[src/hdl/assert_macros.svh]
// assertion helpers for the tracker rtl
`ifndef ASSERT_MACROS_SVH
`define ASSERT_MACROS_SVH

// clocked assertion, disabled while reset is active
`define LPST_ASSERT(lbl, prop) \
  lbl: assert property (@(posedge clk_i) disable iff (!rst_ni) prop) \
    else $error("lpst assertion failed");

// clocked assertion, also checked during reset
`define LPST_ASSERT_ALWAYS(lbl, prop) \
  lbl: assert property (@(posedge clk_i) prop) \
    else $error("lpst assertion failed");

`endif

[src/hdl/lpst_pkg.sv]
`timescale 1ns / 1ps
`default_nettype none
package lpst_pkg;

  typedef struct packed {
    logic [1:0]         mode;
    logic signed [15:0] leg0_x;
    logic signed [15:0] leg0_y;
    logic signed [15:0] leg1_x;
    logic signed [15:0] leg1_y;
    logic signed [15:0] vel_x;
    logic signed [15:0] vel_y;
    logic               leg0_visible;
    logic               leg1_visible;
    logic [9:0]         new_diameter;
  } in_beat_t;

  typedef struct packed {
    logic signed [39:0] leftness_out;
    logic signed [15:0] facing_out;
    logic [12:0]        separation_out;
    logic [9:0]         diameter_out;
  } out_beat_t;

  // item modes
  localparam logic [1:0] MODE_PERSON  = 2'd0;
  localparam logic [1:0] MODE_DIAM    = 2'd1;
  localparam logic [1:0] MODE_RESTART = 2'd2;

  // register indexes
  localparam logic [1:0] REG_LGAIN = 2'd0;
  localparam logic [1:0] REG_SGAIN = 2'd1;
  localparam logic [1:0] REG_MSEP  = 2'd2;
  localparam logic [1:0] REG_IDIAM = 2'd3;

  localparam logic [15:0] LGAIN_RST = 16'd6554;
  localparam logic [15:0] SGAIN_RST = 16'd6554;
  localparam logic [11:0] MSEP_RST  = 12'd350;
  localparam logic [9:0]  IDIAM_RST = 10'd150;

  localparam logic [15:0] QUARTER_TURN = 16'h4000;
  localparam logic [15:0] HALF_TURN    = 16'h8000;
  localparam logic signed [42:0] LEFT_MAX = 43'sd549755813887;
  localparam logic signed [42:0] LEFT_MIN = -43'sd549755813888;

  // multiplier operand widths
  localparam int MulAW = 26;
  localparam int MulBW = 18;
  localparam int MulPW = MulAW + MulBW;

  // cordic angle constant and state widths
  localparam int CorW = 28;
  localparam int CorZW = 27;
  localparam logic signed [CorZW-1:0] COR_HALF = 27'sd8388608;

  typedef enum logic [4:0] {
    ST_IDLE, ST_S0, ST_S1, ST_S2, ST_L1, ST_L2, ST_L3, ST_L4, ST_L5, ST_L6,
    ST_FW, ST_F0, ST_F1, ST_PW, ST_P0, ST_P1, ST_D0, ST_D1, ST_DONE
  } state_e;

  // arctangent table in 2^-24 turn
  function automatic logic signed [CorZW-1:0] atan_lut(input logic [3:0] i);
    logic signed [CorZW-1:0] v;
    case (i)
      4'd0:  v = 27'sd2097152;
      4'd1:  v = 27'sd1238021;
      4'd2:  v = 27'sd654136;
      4'd3:  v = 27'sd332050;
      4'd4:  v = 27'sd166669;
      4'd5:  v = 27'sd83416;
      4'd6:  v = 27'sd41718;
      4'd7:  v = 27'sd20860;
      4'd8:  v = 27'sd10430;
      4'd9:  v = 27'sd5215;
      4'd10: v = 27'sd2608;
      4'd11: v = 27'sd1304;
      4'd12: v = 27'sd652;
      4'd13: v = 27'sd326;
      4'd14: v = 27'sd163;
      default: v = 27'sd81;
    endcase
    return v;
  endfunction

endpackage
`default_nettype wire

[src/hdl/lpst_mul.sv]
`timescale 1ns / 1ps
`default_nettype none
module lpst_mul (
  input  wire logic                               clk_i,
  input  wire logic signed [lpst_pkg::MulAW-1:0]  a_i,
  input  wire logic signed [lpst_pkg::MulBW-1:0]  b_i,
  output logic signed [lpst_pkg::MulPW-1:0]       prod_o
);
  import lpst_pkg::*;

  // shared signed multiplier with registered product
  always_ff @(posedge clk_i) begin
    prod_o <= a_i * b_i;
  end

endmodule
`default_nettype wire

[src/hdl/lpst_cordic.sv]
`timescale 1ns / 1ps
`default_nettype none
module lpst_cordic (
  input  wire logic               clk_i,
  input  wire logic               rst_ni,
  input  wire logic               start_i,
  input  wire logic signed [16:0] x_i,
  input  wire logic signed [16:0] y_i,
  output logic                    busy_o,
  output logic [15:0]             angle_o
);
  import lpst_pkg::*;

  logic signed [CorW-1:0]  x_q, y_q, x_d, y_d, xs, ys;
  logic signed [CorZW-1:0] z_q, z_d, zr;
  logic [3:0]              it_q;
  logic                    busy_q, zero_q;

  // one rotation step per cycle
  always_comb begin
    xs = x_q >>> it_q;
    ys = y_q >>> it_q;
    if (y_q > 0) begin
      x_d = x_q + ys;
      y_d = y_q - xs;
      z_d = z_q + atan_lut(it_q);
    end else begin
      x_d = x_q - ys;
      y_d = y_q + xs;
      z_d = z_q - atan_lut(it_q);
    end
  end

  always_ff @(posedge clk_i or negedge rst_ni) begin
    if (!rst_ni) begin
      busy_q <= 1'b0;
      it_q   <= '0;
    end else if (start_i) begin
      busy_q <= 1'b1;
      it_q   <= '0;
    end else if (busy_q) begin
      it_q <= it_q + 4'd1;
      if (it_q == 4'd15) begin
        busy_q <= 1'b0;
      end
    end
  end

  // datapath, left half plane folded over first
  always_ff @(posedge clk_i) begin
    if (start_i) begin
      zero_q <= (x_i == 17'sd0) && (y_i == 17'sd0);
      if (x_i < 0) begin
        x_q <= -({{(CorW-25){x_i[16]}}, x_i, 8'd0});
        y_q <= -({{(CorW-25){y_i[16]}}, y_i, 8'd0});
        z_q <= COR_HALF;
      end else begin
        x_q <= {{(CorW-25){x_i[16]}}, x_i, 8'd0};
        y_q <= {{(CorW-25){y_i[16]}}, y_i, 8'd0};
        z_q <= '0;
      end
    end else if (busy_q) begin
      x_q <= x_d;
      y_q <= y_d;
      z_q <= z_d;
    end
  end

  // round to 2^-16 turn
  assign zr      = z_q + 27'sd128;
  assign angle_o = zero_q ? 16'd0 : zr[23:8];
  assign busy_o  = busy_q;

endmodule
`default_nettype wire

[src/hdl/lpst_isqrt.sv]
`timescale 1ns / 1ps
`default_nettype none
module lpst_isqrt (
  input  wire logic        clk_i,
  input  wire logic        rst_ni,
  input  wire logic        start_i,
  input  wire logic [33:0] sq_i,
  output logic             busy_o,
  output logic [16:0]      root_o
);
  import lpst_pkg::*;

  logic [34:0] n_q, r_q, bitv, trial;
  logic [4:0]  k_q;
  logic        busy_q;

  assign bitv  = 35'd1 << {k_q, 1'b0};
  assign trial = r_q + bitv;

  always_ff @(posedge clk_i or negedge rst_ni) begin
    if (!rst_ni) begin
      busy_q <= 1'b0;
      k_q    <= '0;
    end else if (start_i) begin
      busy_q <= 1'b1;
      k_q    <= 5'd16;
    end else if (busy_q) begin
      k_q <= k_q - 5'd1;
      if (k_q == 5'd0) begin
        busy_q <= 1'b0;
      end
    end
  end

  // one result bit per cycle
  always_ff @(posedge clk_i) begin
    if (start_i) begin
      n_q <= {1'b0, sq_i};
      r_q <= '0;
    end else if (busy_q) begin
      if (n_q >= trial) begin
        n_q <= n_q - trial;
        r_q <= (r_q >> 1) + bitv;
      end else begin
        r_q <= r_q >> 1;
      end
    end
  end

  assign busy_o = busy_q;
  assign root_o = r_q[16:0];

endmodule
`default_nettype wire

[src/hdl/leg_pair_statistics_tracker.sv]
// a person update passes the leftness, facing and, with both legs visible, separation steps
// a diameter update takes one multiply; restart and the unused mode go straight to done
// throughput: one item at a time; the next item is accepted once the result has entered
//   the output register and the tracker is back in idle
// the cordic runs 16 rotation steps and the square root 17 steps beside the multiplier
// reset: averages and registers take their reset values, output empty
`timescale 1ns / 1ps
`default_nettype none
`include "assert_macros.svh"
module leg_pair_statistics_tracker (
  input  wire logic                 clk_i,
  input  wire logic                 rst_ni,
  input  wire logic                 in_valid_i,
  output logic                      in_stall_o,
  input  wire lpst_pkg::in_beat_t   in_data_i,
  output logic                      out_valid_o,
  input  wire logic                 out_stall_i,
  output lpst_pkg::out_beat_t       out_data_o,
  input  wire logic                 psel,
  input  wire logic                 penable,
  input  wire logic                 pwrite,
  input  wire logic [3:0]           paddr,
  input  wire logic [31:0]          pwdata,
  output logic [31:0]               prdata,
  output logic                      pready
);
  import lpst_pkg::*;

  state_e state_q, state_d;
  logic [15:0] lgain_q, sgain_q;
  logic [11:0] msep_q;
  logic [9:0]  idiam_q;

  logic signed [16:0] dx_q, dy_q, dx_in, dy_in;
  logic signed [15:0] vx_q, vy_q;
  logic               both_q;
  logic signed [57:0] acc_q;
  logic signed [40:0] diff_q;
  logic signed [39:0] left_q;
  logic [15:0]        face_q;
  logic [12:0]        sep_q;
  logic [9:0]         diam_q;
  out_beat_t          out_q;
  logic               out_valid_q;

  logic signed [MulAW-1:0] mul_a;
  logic signed [MulBW-1:0] mul_b;
  logic signed [MulPW-1:0] prod;
  logic signed [17:0]      gain_s;

  logic        cor_busy, sq_busy, sq_start, accept, cfg_wr;
  logic [15:0] cor_angle, cur;
  logic [16:0] root;
  logic [33:0] sq_sum;
  logic signed [42:0] left_new;
  logic signed [27:0] sep_new;
  logic [12:0] sep_hi, sep_lo;

  assign accept = in_valid_i && (state_q == ST_IDLE);
  assign in_stall_o = (state_q != ST_IDLE);
  assign dx_in = 17'(in_data_i.leg1_x) - 17'(in_data_i.leg0_x);
  assign dy_in = 17'(in_data_i.leg1_y) - 17'(in_data_i.leg0_y);

  // configuration port
  assign pready = 1'b1;
  assign cfg_wr = psel && penable && pwrite;
  always_ff @(posedge clk_i or negedge rst_ni) begin
    if (!rst_ni) begin
      lgain_q <= LGAIN_RST;
      sgain_q <= SGAIN_RST;
      msep_q  <= MSEP_RST;
      idiam_q <= IDIAM_RST;
    end else if (cfg_wr) begin
      case (paddr[3:2])
        REG_LGAIN: lgain_q <= pwdata[15:0];
        REG_SGAIN: sgain_q <= pwdata[15:0];
        REG_MSEP:  msep_q  <= pwdata[11:0];
        REG_IDIAM: idiam_q <= pwdata[9:0];
        default:   lgain_q <= lgain_q;
      endcase
    end
  end

  always_comb begin
    case (paddr[3:2])
      REG_LGAIN: prdata = {16'd0, lgain_q};
      REG_SGAIN: prdata = {16'd0, sgain_q};
      REG_MSEP:  prdata = {20'd0, msep_q};
      REG_IDIAM: prdata = {22'd0, idiam_q};
      default:   prdata = '0;
    endcase
  end

  // shared units
  lpst_mul u_mul (
    .clk_i  (clk_i),
    .a_i    (mul_a),
    .b_i    (mul_b),
    .prod_o (prod)
  );

  lpst_cordic u_cordic (
    .clk_i   (clk_i),
    .rst_ni  (rst_ni),
    .start_i (accept && (in_data_i.mode == MODE_PERSON)),
    .x_i     (dx_in),
    .y_i     (dy_in),
    .busy_o  (cor_busy),
    .angle_o (cor_angle)
  );

  assign sq_sum   = acc_q[33:0] + prod[33:0];
  assign sq_start = (state_q == ST_S2) && both_q;

  lpst_isqrt u_isqrt (
    .clk_i   (clk_i),
    .rst_ni  (rst_ni),
    .start_i (sq_start),
    .sq_i    (sq_sum),
    .busy_o  (sq_busy),
    .root_o  (root)
  );

  // state register
  always_ff @(posedge clk_i or negedge rst_ni) begin
    if (!rst_ni) begin
      state_q <= ST_IDLE;
    end else begin
      state_q <= state_d;
    end
  end

  // next state and multiplier operands
  always_comb begin
    state_d = state_q;
    mul_a   = '0;
    mul_b   = '0;
    gain_s  = {2'b0, sgain_q};
    case (state_q)
      ST_IDLE: begin
        if (in_valid_i) begin
          case (in_data_i.mode)
            MODE_PERSON: state_d = ST_S0;
            MODE_DIAM:   state_d = ST_D0;
            default:     state_d = ST_DONE;
          endcase
        end
      end
      ST_S0: begin
        mul_a   = MulAW'(dx_q);
        mul_b   = MulBW'(dx_q);
        state_d = ST_S1;
      end
      ST_S1: begin
        mul_a   = MulAW'(dy_q);
        mul_b   = MulBW'(dy_q);
        state_d = ST_S2;
      end
      ST_S2: begin
        mul_a   = MulAW'(dx_q);
        mul_b   = -(MulBW'(vy_q));
        state_d = ST_L1;
      end
      ST_L1: begin
        mul_a   = MulAW'(dy_q);
        mul_b   = MulBW'(vx_q);
        state_d = ST_L2;
      end
      ST_L2: state_d = ST_L3;
      ST_L3: begin
        mul_a   = {2'b0, diff_q[23:0]};
        mul_b   = {2'b0, lgain_q};
        state_d = ST_L4;
      end
      ST_L4: begin
        mul_a   = MulAW'($signed(diff_q[40:24]));
        mul_b   = {2'b0, lgain_q};
        state_d = ST_L5;
      end
      ST_L5: state_d = ST_L6;
      ST_L6: state_d = ST_FW;
      ST_FW: begin
        if (!cor_busy) begin
          state_d = ST_F0;
        end
      end
      ST_F0: begin
        mul_a   = diff_q[MulAW-1:0];
        mul_b   = gain_s;
        state_d = ST_F1;
      end
      ST_F1: state_d = both_q ? ST_PW : ST_DONE;
      ST_PW: begin
        if (!sq_busy) begin
          state_d = ST_P0;
        end
      end
      ST_P0: begin
        mul_a   = diff_q[MulAW-1:0];
        mul_b   = gain_s;
        state_d = ST_P1;
      end
      ST_P1: state_d = ST_DONE;
      ST_D0: begin
        mul_a   = diff_q[MulAW-1:0];
        mul_b   = gain_s;
        state_d = ST_D1;
      end
      ST_D1: state_d = ST_DONE;
      ST_DONE: begin
        if (!out_valid_q || !out_stall_i) begin
          state_d = ST_IDLE;
        end
      end
      default: state_d = ST_IDLE;
    endcase
  end

  // leftness with saturation, facing target, separation clamp
  assign left_new = 43'(left_q) + 43'($signed(acc_q[57:16]));
  always_comb begin
    cur = cor_angle + QUARTER_TURN;
    if (left_q < 0) begin
      cur = cur - HALF_TURN;
    end
  end
  assign sep_new = 28'({15'd0, sep_q}) + prod[43:16];
  assign sep_hi  = {msep_q, 1'b0};
  assign sep_lo  = {2'd0, msep_q[11:1]};

  // item latch and scratch registers
  always_ff @(posedge clk_i) begin
    if (accept) begin
      dx_q   <= dx_in;
      dy_q   <= dy_in;
      vx_q   <= in_data_i.vel_x;
      vy_q   <= in_data_i.vel_y;
      both_q <= in_data_i.leg0_visible && in_data_i.leg1_visible;
      diff_q <= 41'($signed({1'b0, in_data_i.new_diameter})) -
                41'($signed({1'b0, diam_q}));
    end
    case (state_q)
      ST_S1, ST_L1: acc_q <= 58'(prod);
      ST_L2: diff_q <= 41'(acc_q) + 41'(prod) - 41'(left_q);
      ST_L4: acc_q <= 58'(prod);
      ST_L5: acc_q <= acc_q + {prod[33:0], 24'd0};
      ST_FW: diff_q <= 41'($signed(cur - face_q));
      ST_PW: diff_q <= 41'($signed({1'b0, root})) - 41'($signed({1'b0, sep_q}));
      default: acc_q <= acc_q;
    endcase
  end

  // running averages
  always_ff @(posedge clk_i or negedge rst_ni) begin
    if (!rst_ni) begin
      left_q <= '0;
      face_q <= '0;
      sep_q  <= 13'(MSEP_RST);
      diam_q <= IDIAM_RST;
    end else if (accept && (in_data_i.mode == MODE_RESTART)) begin
      left_q <= '0;
      face_q <= '0;
      sep_q  <= {1'b0, msep_q};
      diam_q <= idiam_q;
    end else begin
      case (state_q)
        ST_L6: begin
          if (left_new > LEFT_MAX) begin
            left_q <= LEFT_MAX[39:0];
          end else if (left_new < LEFT_MIN) begin
            left_q <= LEFT_MIN[39:0];
          end else begin
            left_q <= left_new[39:0];
          end
        end
        ST_F1: face_q <= face_q + prod[31:16];
        ST_P1: begin
          if (sep_new > 28'($signed({1'b0, sep_hi}))) begin
            sep_q <= sep_hi;
          end else if (sep_new < 28'($signed({1'b0, sep_lo}))) begin
            sep_q <= sep_lo;
          end else begin
            sep_q <= sep_new[12:0];
          end
        end
        ST_D1: diam_q <= diam_q + prod[25:16];
        default: diam_q <= diam_q;
      endcase
    end
  end

  // output register
  always_ff @(posedge clk_i or negedge rst_ni) begin
    if (!rst_ni) begin
      out_valid_q <= 1'b0;
    end else if ((state_q == ST_DONE) && (!out_valid_q || !out_stall_i)) begin
      out_valid_q <= 1'b1;
    end else if (!out_stall_i) begin
      out_valid_q <= 1'b0;
    end
  end

  always_ff @(posedge clk_i) begin
    if ((state_q == ST_DONE) && (!out_valid_q || !out_stall_i)) begin
      out_q.leftness_out   <= left_q;
      out_q.facing_out     <= face_q;
      out_q.separation_out <= sep_q;
      out_q.diameter_out   <= diam_q;
    end
  end

  assign out_valid_o = out_valid_q;
  assign out_data_o  = out_q;

  `LPST_ASSERT(a_cordic_idle, (state_q == ST_IDLE) |-> !cor_busy)
  `LPST_ASSERT(a_sqrt_idle, (state_q == ST_IDLE) |-> !sq_busy)
  `LPST_ASSERT(a_out_from_done, $rose(out_valid_q) |-> ($past(state_q) == ST_DONE))
  `LPST_ASSERT_ALWAYS(a_pready, pready)

endmodule
`default_nettype wire
[config.mk]
export PLATFORM = sky130hd
export DESIGN_NAME = leg_pair_statistics_tracker
export DESIGN_NICKNAME = d
export VERILOG_FILES = /design/src/hdl/lpst_pkg.sv /design/src/hdl/lpst_mul.sv /design/src/hdl/lpst_cordic.sv /design/src/hdl/lpst_isqrt.sv /design/src/hdl/leg_pair_statistics_tracker.sv
export VERILOG_INCLUDE_DIRS = /design/src /design/src/hdl
export SDC_FILE = /design/constraint.sdc
export NUM_CORES = 2
export LEC_CHECK = 0
export ABC_AREA = 1
export BUFFER_PORTS_ARGS = -buffer_cell sky130_fd_sc_hd__buf_2
export CORE_UTILIZATION = 35
export DETAILED_ROUTE_END_ITERATION = 7
export PLACE_DENSITY = 0.62
export REMOVE_ABC_BUFFERS = 1
export SYNTH_ARGS = -nofsm -noshare
export SYNTH_HDL_FRONTEND = slang
export SYNTH_SLANG_ARGS = --single-unit
export TNS_END_PERCENT = 5
[constraint.sdc]
create_clock -name clk_i -period 9 [get_ports clk_i]
set_clock_uncertainty 0.15 [all_clocks]
set_input_delay 1.8 -clock clk_i [delete_from_list [all_inputs] [get_ports clk_i]]
set_output_delay 1.8 -clock clk_i [all_outputs]
set_load 0.02 [all_outputs]
* Word level (Yosys, flattened, before mapping)
Memory sizes are Yosys's and may differ from the RTL's.
Index checks and enable logic that the tools add are counted.
** Cells by class
- Add/sub/neg operators :: 30
- Multipliers :: 1
- $lt $le $gt $ge :: 8
- Eq/ne operators :: 29
- Shifts and indexed selects :: 3
- Mux-type cells :: 57
- Reductions and logical operators :: 41
** Operators by type and width (count)
- $mux W28 :: 8
- $mux W40 :: 4
- $mux W27 :: 5
- $pmux W26 S5 :: 1
- $pmux W32 S4 :: 1
- $pmux W41 S3 :: 1
- $pmux W58 S2 :: 1
- $pmux W18 S6 :: 1
- $mux W34 :: 3
- $pmux W5 S18 :: 1
- $mux W16 :: 4
- $add A58 B58 Y58 :: 1
- $add A28 B28 Y28 :: 2
- $neg A28 Y28 :: 2
- $sshr A28 B4 Y28 :: 2
- $sub A28 B28 Y28 :: 2
- $mux W13 :: 4
- $mul A26 B18 Y44 :: 1
- $add A40 B42 Y43 :: 1
- $gt A43 B40 Y1 const B :: 1
- $lt A43 B40 Y1 const B :: 1
- $add A41 B41 Y41 :: 1
- $mux W41 :: 1
- $sub A41 B40 Y41 :: 1
- other kinds (56) :: 119
** Storage, ports and cells
- Register bits :: 593
- ROM bits :: 704
- Bits of input ports :: 153
- Output and inout bits :: 114
- Word-level logic and storage cells :: 204
- Memories :: 2
** Memory list
- (no name shown) :: depth 16, width 22, rd ports 1, clocked after Yosys merged registers in 0, wr ports 0, line lpst_pkg.sv:64 : case (i)
- (no name shown) :: depth 16, width 22, rd ports 1, clocked after Yosys merged registers in 0, wr ports 0, line lpst_pkg.sv:64

* Depth between registers and ports, before layout
- Depth in word-level cells :: 7
- Depth in mapped cells :: 42
- Mapped depth without buffers :: 41

* Modules after synthesis
From an unflattened synthesis, not the netlist that was laid out.
** Unflattened totals
- Cell total of the unflattened synthesis :: 10527
- Area, all modules :: 74049.8 um^2
** Modules (own cells, without submodules)
- leg_pair_statistics_tracker :: instances 1, cells an instance 4299, area an instance 32482.4 um^2, sequential area each 10877.9 um^2
- lpst_mul :: instances 1, cells an instance 2523, area an instance 19108.3 um^2, sequential area each 880.8 um^2
- lpst_cordic :: instances 1, cells an instance 2135, area an instance 13141.4 um^2, sequential area each 2557.5 um^2
- lpst_isqrt :: instances 1, cells an instance 1570, area an instance 9317.7 um^2, sequential area each 1891.8 um^2

* Worst setup path before layout
OpenSTA, ideal clock, no wires.
- Path kind :: reg-to-reg
- Start :: register vy_q[0]
- End :: register u_mul.prod_o[30] (netlist name)
- Library setup time :: 72 ps
- Arrival :: 6873 ps
- Data required time :: 8778 ps
- Setup slack :: 1906 ps
- Stages on the path, launching flop included :: 38
- Path buffers :: 1
- Period minus slack after synthesis :: 7094 ps
- Cell sequence :: edfxtp_1 -> inv_1 -> ha_1 -> nand3_1 -> nor2_1 -> nand2_1 -> nor2_1 -> inv_1 -> nor4_1 -> nand3b_1 -> nor3_1 -> nor2_1 -> nor2_1 -> nor2_4 -> inv_1 -> buf_2 -> nand2_1 -> fa_1 -> [... 2 more ...] -> fa_1 -> fa_1 -> fa_1 -> inv_1 -> fa_1 -> inv_1 -> ha_1 -> nand2_1 -> nor2_1 -> inv_1 -> nor2_1 -> inv_1 -> o221ai_1 -> a21oi_1 -> o21ai_0 -> nand2_1 -> nand2_1 -> xor2_1
** On the way
- Cells in the longest elaborated chain, start to end :: 3
** Ends and longest elaborated chain
- from (decl) :: line leg_pair_statistics_tracker.sv:35 : logic signed [15:0] vx_q, vy_q;
- from (signal assigned) :: line leg_pair_statistics_tracker.sv:237 : vy_q <= in_data_i.vel_y;
- $neg A16 Y18 :: line leg_pair_statistics_tracker.sv:161 : mul_b = -(MulBW'(vy_q));
- $pmux W18 S6 :: line leg_pair_statistics_tracker.sv:139 : case (state_q)
- $mul A26 B18 Y44 :: line lpst_mul.sv:13 : prod_o <= a_i * b_i;
- to (signal assigned) :: line lpst_mul.sv:13
- to (decl) :: line lpst_mul.sv:7 : output logic signed [lpst_pkg::MulPW-1:0] prod_o
No other way between the ends.
A chain may end at the register's enable or synchronous reset.

* Worst setup path in the final report
- Start :: register state_q[4]
- End :: register u_mul.prod_o[42] (netlist name)
** On the way
- Cells in the longest elaborated chain, start to end :: 4
- Elaborated cells on any way between the ends :: 16
- Those cells by class :: 1 x mul; 9 x eq/ne; 2 x mux; 4 x reduce/logical
** Ends and longest elaborated chain
- from (decl) :: line leg_pair_statistics_tracker.sv:29 : state_e state_q, state_d;
- from (signal assigned) :: line leg_pair_statistics_tracker.sv:129 : state_q <= state_d;
- $eq A5 B5 Y1 (tied with other cells) :: line leg_pair_statistics_tracker.sv:139
- $reduce_or A3 Y1 (no line) / $reduce_or A2 Y1 (equally long branches)
- $pmux W18 S6 / $pmux W26 S5 (equally long branches) :: line leg_pair_statistics_tracker.sv:139
- $mul A26 B18 Y44 * :: line lpst_mul.sv:13
Mark *: on every way between the ends. The rest lies on a longest branch, timed or not.

==> run_results.csv <==
group,metric,value,unit
run_status,status,"finished, final reports clean",
sta,fin_ws,572,ps
die,io_pins,267,
sta,setup_viol,0,
routing,drt_wl_total,275000,um
synth,syn_area,72000,sq um
placement,dp_hpwl,229000,um
sta,maxSlewHeadroom,0.253,
synth,ys_seq_elements,590,
clock_network,hold_buffers,0,
die,rows,166,
routing,viasPerCell,5.27,
sta,tightest_slew,1110,ps
clock_network,clk_root_buffer_cell,"clkbuf_16",
worst_setup_path,cpPeakStageDelay,540,ps
sta,min_period,8430,ps
final_layout,area_growth,9.57,%
synth,synth_edf_count,360,
global_route,grt_overflow,0,
die,core_area,205000,sq um
final_layout,fin_nets,11500,
global_route,grt_usage,0.259,
global_route,grt_pass1_vias,66600,
worst_setup_path,worst-path-max-fanout,17,
routing,wl_per_cell,21.1,um
global_route,antenna_found_initial,10,
worst_setup_path,cp.required,9520,ps
synth,yosysSeqAreaShare,0.225,
synth,syn_avg_cell_area,7.14,sq um
routing,drc,0,
final_layout,drive_gt1_frac,0.0674,
synth,ys_warn_count,0,
final_layout,fin_area,78900,sq um
sta,whs,334,ps
placement,dp_slack,485,ps
placement,portBuffers,231,
worst_setup_path,end_kind,"flop",
synth,yosysUniqueCellTypes,76,
worst_setup_path,arrival,8950,ps
die,start_util,0.352,
min_path,hold_path.class,"flop to flop",
sta,maxSlewViolCount,0,
worst_setup_path,start_kind,"flop",
synth,synthCells,10100,
clock_network,cts.reportedPaths.clkPinSlew,60,ps
clock_network,cts_buffer_depth,3,
clock_network,ctsResizeCount,0,
synth,async_reset_ff_frac,0.254,
clock_network,post_cts_buffers,0,
placement,placed_area,76200,sq um
sta,setup_tns,0,ps
clock_network,clk_latency,750,ps
die,dieWidth,456,um
sta,period_share,0.936,
worst_setup_path,path_class,"flop to flop",
routing,drt-pass1-iter-count,8,
clock_network,cts_tree,"yes",
clock_network,htree_levels,3,
placement,gp_congestion,1.02,
routing,routed-via-count,68700,
clock_network,cts_sinks,590,
worst_setup_path,rr_worst_depth,36,
worst_setup_path,cp_common_cell,"inv_1",
clock_network,cts_buffers,79,
routing,detail-route-antenna-nets,0,
sta,rsz0062_at_grt,"no",
die,die_height,456,um
sta,hold_viol,0,
min_path,whs_path_depth,2,
routing,drt_iter0_markers,5729,
worst_setup_path,critical-path-slowest-cell,"fa_1",
die,dieArea,208000,sq um
global_route,grt_pass1_wl,411000,um
final_layout,nFillCells,21500,
job,drv_cap,0,
synth,synth_ff_type,"edfxtp_1",
global_route,grt_start_max_net_pins,108,
sta,max_freq,0.119,GHz
==> cell type report <==
| class | instances | area (sq um) | share of cell area |
|---|---|---|---|
| flip-flops and latches | 590 | 16200 | 0.205 |
| multi-input cells | 7492 | 48000 | 0.608 |
| clock inverters | 52 | 591 | 0.00748 |
| diodes | 4 | 10.0 | 0.000127 |
| repair buffers | 332 | 1950 | 0.0247 |
| inverters | 1773 | 6660 | 0.0844 |
| clock buffers | 96 | 2130 | 0.0270 |
| well taps | 2688 | 3360 | 0.0426 |
==> logic make-up after synthesis <==
| family | synth area share |
|---|---|
| simple gates | 0.251 |
| buf+inv | 0.110 |
| compound gates | 0.138 |
| fa+ha+maj | 0.239 |
| flops | 0.225 |
| xor+xnor | 0.0368 |
| mux | 0.000434 |
| other cells | 0.000104 |
==> final timing paths <==
path	from	to	slack, ps
min	u_isqrt.n_q[34]$_SDFFE_PP0P_	u_isqrt.n_q[34]$_SDFFE_PP0P_	330
min reg2reg	u_isqrt.n_q[34]$_SDFFE_PP0P_	u_isqrt.n_q[34]$_SDFFE_PP0P_	330
max	state_q[4]$_DFFE_PN0P_	u_mul.prod_o[42]$_DFF_P_	570
min in group asynchronous	rst_ni	u_isqrt.k_q[3]$_DFFE_PN0P_	900
max in group asynchronous	rst_ni	diam_q[3]$_DFFE_PN0P_	6590
max reg2reg	state_q[4]$_DFFE_PN0P_	u_mul.prod_o[42]$_DFF_P_	570
==> cell usage in the layout (no fill, tap or decap), types with 140 or more instances in the layout <==
cell type	Yosys	layout
a21oi_1	667	667
buf_2	98	230
edfxtp_1	360	360
fa_1	512	511
ha_1	554	553
inv_1	1715	1713
nand2_1	2577	2576
nand3_1	528	526
nand4_1	140	140
nor2_1	802	796
o21ai_0	618	617
xor2_1	194	194
==> layer usage <==
metal | track usage | routed length, um | vias to the layer above
met5 | 0 | 0 | -
met4 | 0.140 | 17300 | 0
met3 | 0.0358 | 15800 | 547
met2 | 0.431 | 128000 | 2285
met1 | 0.324 | 114000 | 32800
li1 | - | - | 33000
==> flip-flops by register name, summed over array words and instances (netlist names), 4 cells and up <==
signal and cells:
out_data_o 79, acc_q 58, u_mul.prod_o 44, diff_q 41
left_q 40, u_isqrt.n_q 35, u_isqrt.r_q 35, u_cordic.x_q 28
u_cordic.y_q 28, u_cordic.z_q 24, dx_q 17, dy_q 17
face_q 16, lgain_q 16, sgain_q 16, vx_q 16
vy_q 16, sep_q 13, msep_q 12, diam_q 10
idiam_q 10, state_q 5, u_isqrt.k_q 5, u_cordic.it_q 4
==> through the flow <==
stage / instances / util
2_1_floorplan: 9855 / -
3_3_place_gp: 12900 / 0.372
3_5_place_dp: 12900 / 0.372
4_1_cts: 13000 / 0.386
5_1_grt: 13000 / 0.386
6_report: 13000 / 0.386
==> cells in the mapped netlist (14+ instances only) <==
cell type | count | area share
nand3_1 | 528 | 0.037
a31oi_1 | 53 | 0.0046
a21oi_2 | 19 | 0.0023
o21ai_0 | 618 | 0.043
buf_2 | 98 | 0.0068
nor2_1 | 802 | 0.042
nand4_1 | 140 | 0.012
o21ai_1 | 60 | 0.0042
nor3_1 | 112 | 0.0078
o211ai_1 | 23 | 0.0024
dfstp_2 | 34 | 0.012
ha_1 | 554 | 0.096
inv_1 | 1715 | 0.089
xnor2_1 | 106 | 0.013
dfrtp_1 | 116 | 0.040
fa_1 | 512 | 0.14
nor4_1 | 31 | 0.0027
a21o_1 | 53 | 0.0055
o2111ai_1 | 26 | 0.0032
a21oi_1 | 667 | 0.046
o31ai_1 | 19 | 0.0020
dfxtp_1 | 80 | 0.022
edfxtp_1 | 360 | 0.15
nand3_2 | 14 | 0.0019
o21bai_1 | 33 | 0.0034
nand3b_1 | 35 | 0.0036
nand2_1 | 2577 | 0.13
a221oi_1 | 25 | 0.0030
o221ai_1 | 18 | 0.0022
nor2_2 | 21 | 0.0018
or2_2 | 36 | 0.0031
o21a_1 | 31 | 0.0032
buf_4 | 30 | 0.0031
xor2_1 | 194 | 0.024
inv_2 | 54 | 0.0028
o22ai_1 | 49 | 0.0043
clkbuf_1 | 102 | 0.0053
==> worst max-delay path, delay by kind of cell, from the launching register on <==
family	cells	cell delay, ps
fa+ha+maj	7	3350
simple gates	16	2590
buf+inv	11	1570
flops	1	430
xor+xnor	1	160
compound gates	1	80
Power is left out: the tool's default activity adds up to more than one toggle a clock period on the data nets, which glitch-free logic cannot reach.
